File: src/rtl/tpl_pkg.sv
// Package for the tree pruning likelihood core: codes, widths, types and defaults.
// Used by tpl_mac, tpl_ctrl and tree_pruning_likelihood_core. No dependencies.
package tpl_pkg;

    localparam int VAL_W   = 32;
    localparam int NODE_W  = 9;
    localparam int EIDX_W  = 9;
    localparam int STATE_W = 6;
    localparam int OPOS_W  = 8;
    localparam int CMD_W   = 3;

    localparam int NS_W    = 7;
    localparam int ROOT_W  = 8;
    localparam int ECNT_W  = 10;
    localparam int CFG_IDX_W  = 2;
    localparam int CFG_DATA_W = 10;

    localparam int DEF_MAX_NODES  = 256;
    localparam int DEF_MAX_EDGES  = 512;
    localparam int DEF_MAX_STATES = 4;

    localparam logic [NS_W-1:0] NUM_STATES_RST = NS_W'(4);

    localparam logic [CMD_W-1:0] CMD_EDGE   = 3'd0;
    localparam logic [CMD_W-1:0] CMD_MATRIX = 3'd1;
    localparam logic [CMD_W-1:0] CMD_LIK    = 3'd2;
    localparam logic [CMD_W-1:0] CMD_ORDER  = 3'd3;
    localparam logic [CMD_W-1:0] CMD_RUN    = 3'd4;

    localparam logic [CFG_IDX_W-1:0] CFG_NUM_STATES = 2'd0;
    localparam logic [CFG_IDX_W-1:0] CFG_ROOT_ROW   = 2'd1;
    localparam logic [CFG_IDX_W-1:0] CFG_EDGE_COUNT = 2'd2;

    typedef enum logic [3:0] {
        ST_IDLE,
        ST_ORD_RD,
        ST_ORD_CHK,
        ST_EDGE_RD,
        ST_EDGE_CHK,
        ST_DOT_RD,
        ST_DOT_MUL,
        ST_DOT_ACC,
        ST_NODE_MUL,
        ST_NODE_WR,
        ST_EMIT_RD,
        ST_EMIT_PUT
    } ctrl_state_t;

    typedef enum logic [1:0] {
        MAC_IDLE,
        MAC_MUL,
        MAC_FIRST,
        MAC_ACC
    } mac_op_t;

    typedef struct packed {
        mac_op_t          op;
        logic [VAL_W-1:0] a;
        logic [VAL_W-1:0] b;
    } mac_cmd_t;

    typedef struct packed {
        logic [VAL_W-1:0] prod;
        logic [VAL_W-1:0] acc;
    } mac_res_t;

    typedef struct packed {
        logic [NS_W-1:0]   num_states;
        logic [ROOT_W-1:0] root_row;
        logic [ECNT_W-1:0] edge_count;
    } cfg_t;

    typedef struct packed {
        logic [CMD_W-1:0]   cmd;
        logic [EIDX_W-1:0]  edge_index;
        logic [NODE_W-1:0]  parent_node;
        logic [NODE_W-1:0]  child_node;
        logic [NODE_W-1:0]  node;
        logic [STATE_W-1:0] row_state;
        logic [STATE_W-1:0] col_state;
        logic [VAL_W-1:0]   value;
        logic [OPOS_W-1:0]  order_pos;
        logic [NODE_W-1:0]  order_len;
    } in_item_t;

    typedef struct packed {
        logic [STATE_W-1:0] state_index;
        logic [VAL_W-1:0]   likelihood;
        logic               last;
        logic               missing_child;
    } emit_t;

endpackage

File: src/rtl/tpl_mac.sv
// Shared multiply and saturating accumulate unit of the pruning core.
// Depends on tpl_pkg.
module tpl_mac
    import tpl_pkg::*;
(
    input  logic     aclk,
    input  mac_cmd_t cmd,
    output mac_res_t res
);

    logic [VAL_W-1:0]   prod_reg;
    logic [VAL_W-1:0]   acc_reg;
    logic [2*VAL_W-1:0] full_prod;
    logic [VAL_W:0]     sum;

    assign full_prod = (2*VAL_W)'(cmd.a) * (2*VAL_W)'(cmd.b);
    assign sum = (cmd.op == MAC_FIRST) ? {1'b0, prod_reg}
                                       : {1'b0, acc_reg} + {1'b0, prod_reg};

    always_ff @(posedge aclk) begin
        case (cmd.op)
            MAC_MUL: begin
                prod_reg <= full_prod[2*VAL_W-1:VAL_W];
            end
            MAC_FIRST, MAC_ACC: begin
                acc_reg <= sum[VAL_W] ? {VAL_W{1'b1}} : sum[VAL_W-1:0];
            end
            default: begin
            end
        endcase
    end

    assign res.prod = prod_reg;
    assign res.acc  = acc_reg;

endmodule

File: config.mk
export PLATFORM = sky130hd
export DESIGN_NAME = tpl_mac
export DESIGN_NICKNAME = d
export VERILOG_FILES = /design/src/rtl/tpl_pkg.sv /design/src/rtl/tpl_mac.sv
export SDC_FILE = /design/constraint.sdc
export NUM_CORES = 2
export LEC_CHECK = 0
export ABC_AREA = 1
export BUFFER_PORTS_ARGS = -buffer_cell sky130_fd_sc_hd__buf_2
export CORE_ASPECT_RATIO = 1.4
export CORE_MARGIN = 10
export CORE_UTILIZATION = 50
export CTS_CLUSTER_SIZE = 12
export DETAILED_ROUTE_END_ITERATION = 10
export PLACE_DENSITY = 0.74
export SLEW_MARGIN = 20
export SYNTH_ARGS = -nofsm -noshare
export SYNTH_HDL_FRONTEND = slang
export SYNTH_SLANG_ARGS = --single-unit
File: constraint.sdc
create_clock -name aclk -period 11.3 [get_ports aclk]
set_clock_uncertainty 0.15 [all_clocks]
set_input_delay 1.13 -clock aclk [delete_from_list [all_inputs] [get_ports aclk]]
set_output_delay 1.13 -clock aclk [all_outputs]
set_load 0.05 [all_outputs]
; ---- Yosys cells after proc, flatten, opt, wreduce, memory -nomap -nowiden
; Index checks and enable logic that the tools add are counted.
[totals]
in_bits = 67
register_bits = 64
elab_cells = 9
output_inout_bits = 64
[classes]
n_reduce_logical = 1
n_mul = 1
muxes = 1
add_sub_neg = 1
n_eq_ne = 3
[ops]
columns = op, n
row1 = multiplier 32 x 32 -> 64 bit, 1
row2 = adder 32 x 32 -> 33 bit, 1
row3 = 2-to-1 mux 33 bit, 1
row4 = "== test 2 bit, second input constant", 2
row5 = "== test 2 x 1 -> 1 bit, second input constant", 1
row6 = OR reduction 2 bit, 1

; ---- Depth between registers and ports, before layout
[logic_depth]
ltp_word = 2
ltp_mapped = 32
mapped_depth_nobuf = 31

; ---- Worst setup path after synthesis
; No wires, ideal clock.
[synth_path]
kind = input-to-reg
from = input cmd[44] (netlist bit)
to = register prod_reg[26] (data pin)
required_time_ns = 10.898
path_buffers = 1
setup_time_ns = 0.252
cell_stages = 28
t_arrival_ns = 6.922
path_slack_ns = 3.976
cell_sequence = clkbuf_1 nand2_1 inv_1 fa_1 fa_1 fa_1 inv_1 fa_1 inv_1 fa_1 inv_1 fa_1 inv_1 fa_1 inv_1 fa_1 inv_1 ha_1 nand2_1 nor2_1 inv_1 nor2_1 nand3_1 or2_2 nand2_1 nand2_1 nand3_1 nand2_1
[synth_between]
elab_chain_cells = 1
[synth_rtl]
columns = element, line
row1 = "start, declared", tpl_mac.sv:7  ; input mac_cmd_t cmd,
row2 = multiplier 32 x 32 -> 64 bit, tpl_mac.sv:16  ; assign full_prod = (2*VAL_W)'(cmd.a) * (2*VAL_W)'(cmd.b);
row3 = named net full_prod[58], tpl_mac.sv:13  ; logic [2*VAL_W-1:0] full_prod;
row4 = "end signal, assigned", tpl_mac.sv:23  ; prod_reg <= full_prod[2*VAL_W-1:VAL_W];
row5 = "end, declared", tpl_mac.sv:11  ; logic [VAL_W-1:0] prod_reg;
; The timed path passes the listed nets, and every way through them passes these cells.
; A chain may end at the register's enable or synchronous reset.

; ---- Final worst setup path
[layout_path]
from = input cmd[62] (netlist bit)
to = register prod_reg[12] (data pin)
; The elaborated chain is that of the path after synthesis.

==> parameters.txt <==
Parameter                              Value

Placed design
  I/O Buffers ... 130
  Weighted congestion reported at the end of routability-driven placement ... 1.01
  Placed cells ... around 6200
  Estimated wirelength of the detail-placed design ... 97000 µm

Route
  Routed vias/inst ... 5.19
  Final routed wirelength across all metal layers ... 120000 µm
  Vias after detailed routing ... between 30000 and 40000
  Number of violations reported at the end of detailed-routing iteration 0 ... approximately 2200
  Length of the first detailed-routing pass in iterations ... 6
  Routed wirelength normalized by instance count ... 19.1 µm
  DRC Markers ... 0
  Remaining antenna violation count ... 0

Floorplan
  Floorplan Core Area ... 78100 µm²
  Full die area ... approximately 91000 µm²
  Starting Density ... 0.506
  Die Height ... 353 µm
  Overall die width ... approximately 260 µm
  Number of placement rows ... ~120
  # IOs ... roughly 130

Clock network
  Cts repair resizes ... 0
  Clock Tree Buf Depth ... 2
  CTS sink count ... 64
  Clock latency on the worst-skew pair ... approximately 350 ps
  CTS H-Tree Depth ... 3
  Hold-fix buffers at CTS ... 0
  Clock tree from TritonCTS ... built
  Clock slew at reported path FFs ... approximately 70 ps
  Buffer type at the clock tree root ... clkbuf_16
  Post-CTS setup repair buffer count ... 0
  Number of buffers inserted during clock tree synthesis ... 9

Global routing
  Largest net degree at the start of global routing ... 35
  Number of antenna violations at the first check in global routing ... 0
  Number of global-route vias before repair ... 35500
  Met1 GRT Util ... 0.311
  Met3 usage ... 0.0362
  Met2 Usage GRT ... 0.478
  Wire length of the first global-routing pass ... between 150000 and 200000 µm
  Total Routing Usage GR ... 0.267
  Global routing's busiest layer ... met2
  Remaining global-route overflow ... 0

Cells and area
  Commonest cells after routing, fill and taps aside ... 1673 x inv_1, 1507 x nand2_1, 896 x fa_1
  Share of the core filled with cells in the final layout ... 0.525
  Diodes inserted ... 0
  Reg area ... between 1500 and 2000 µm²
  Synthesis-to-layout area growth ... 3.87%
  Area taken by multi-input logic gates ... 30500 µm²
  Filler cell count ... 7624
  Final non-filler cell total ... 6262
  Most common library cell in the layout ignoring fill and taps ... inv_1
  Layout cells sized above 1 ... 0.0360
  Number of nets in the layout ... roughly 6500

STA
  Final-report setup violation count ... 0
  Period minus WS final ... 8160 ps
  Setup repair after global routing missed its margin ... false
  Worst Max-Slew Pin Slew ... around 1000 ps
  Hold violation count in the final report ... 0
  Final slew viol count ... 0
  Max Fclk ... 123 MHz
  Final clock period utilization by the worst path ... 0.722
  Total negative slack ... 0 ps
  Max transition margin ... 0.311

Worst setup path
  Kind of end point of the critical path ... register
  Peak fanout along the critical path ... 32
  Cell at the slowest stage of the critical path ... buf_2
  Required time at the endpoint of the critical path ... about 11000 ps
  WP data arrival ... roughly 8100 ps
  Cell repeated most along the worst path ... fa_1
  CP startpoint kind ... input pin
  CP delay by family, top ... adder cells
  Biggest cell delay along the critical path ... ~640 ps
  Setup CP Type ... input pin to register
  Number of buffer and inverter stages on the critical path ... 7

Logic synthesis
  Yosys warns ... 0
  Flip-flop and latch count after synthesis ... 64
  Syn_nets ... 6518
  Leading area contributor after synthesis ... fa_1
  Count of unique library cells instantiated by Yosys ... 32
  Register area share after synthesis ... 0.0486
  Mean Syn Cell Area ... ~7.5 µm²
  Synth area leaders ... fa_1 45%, inv_1 16%, nand2_1 14%
  Synthesized area ... around 40000 µm²
  Share of the synthesized area in the top cell type ... 0.454
  Gate Count Post-Synth ... 5263

Job
  Reported max-cap violation count ... 0

Min path
  Hold WC Path Type ... register to register

Run status
  Outcome ... completed
==> tightest hold or removal path, stage by stage, from the launching register on <==
cell and delay, ps:
edfxtp_1 390, nand2_1 80, nand3_2 60
==> synth_stat cells <==
master,count
nand4_1,13
o211ai_1,2
nand2_2,3
clkbuf_1,200
nor2_2,1
xor2_1,16
nand3b_1,10
nor2_1,187
o21bai_1,17
inv_2,1
and2_1,1
a21o_1,5
nand2b_1,1
a21oi_1,134
nand3_2,22
edfxtp_1,64
nand3_1,92
inv_1,1673
nand2_1,1507
fa_1,896
o21ai_0,74
buf_6,2
o21a_1,4
xnor2_1,5
mux2i_1,9
or2_2,3
nor3_1,20
nor4_1,5
ha_1,292
and3_1,1
nor4_2,1
nand2_4,2
==> through the flow <==
step / worst slack, ps / hold slack, ps / cell area, µm²
2_1_floorplan: 3980 / 771 / 39500
5_1_grt: 2770 / 495 / 41000
3_3_place_gp: 2780 / 467 / 40800
4_1_cts: 3170 / 474 / 41000
6_report: 3140 / 479 / 41000
3_5_place_dp: 2820 / 467 / 40800
==> worst paths after layout <==
check                           cells after the start  slack, ps         start      endpoint
worst min register to register                      2        480  prod_reg[10]   acc_reg[10]
worst max-delay path                               25       3140       cmd[62]  prod_reg[12]
worst min-delay path                                2        480  prod_reg[10]   acc_reg[10]
worst max register to register                     14       8270   prod_reg[0]    acc_reg[1]
==> final cells by class <==
class | count | share of cell area
clock buffer | 11 | 0.00567
timing repair buffer | 140 | 0.0177
sequential | 64 | 0.0468
multi-input combinational | 3323 | 0.744
clock inverter | 5 | 0.000823
tap | 1045 | 0.0319
inverter | 1674 | 0.153
==> per-layer routing <==
layer / part of all wire / wire, µm / up-vias
li1: - / - / 14700
met1: 0.36 / 43600 / 16100
met2: 0.50 / 60400 / 1440
met3: 0.078 / 9370 / 359
met4: 0.054 / 6490 / 0
met5: 0 / 0 / -
==> kinds of logic after synthesis <==
family          Yosys count  share of synthesized area
flops                    64                     0.0486
mux                       9                    0.00228
xor+xnor                 21                    0.00465
compound gates          236                     0.0317
buf+inv                1876                      0.179
simple gates           1869                      0.188
fa+ha+maj              1188                      0.546
Power is left out: the tool's default activity adds up to more than one toggle a clock period on the data nets, which glitch-free logic cannot reach.
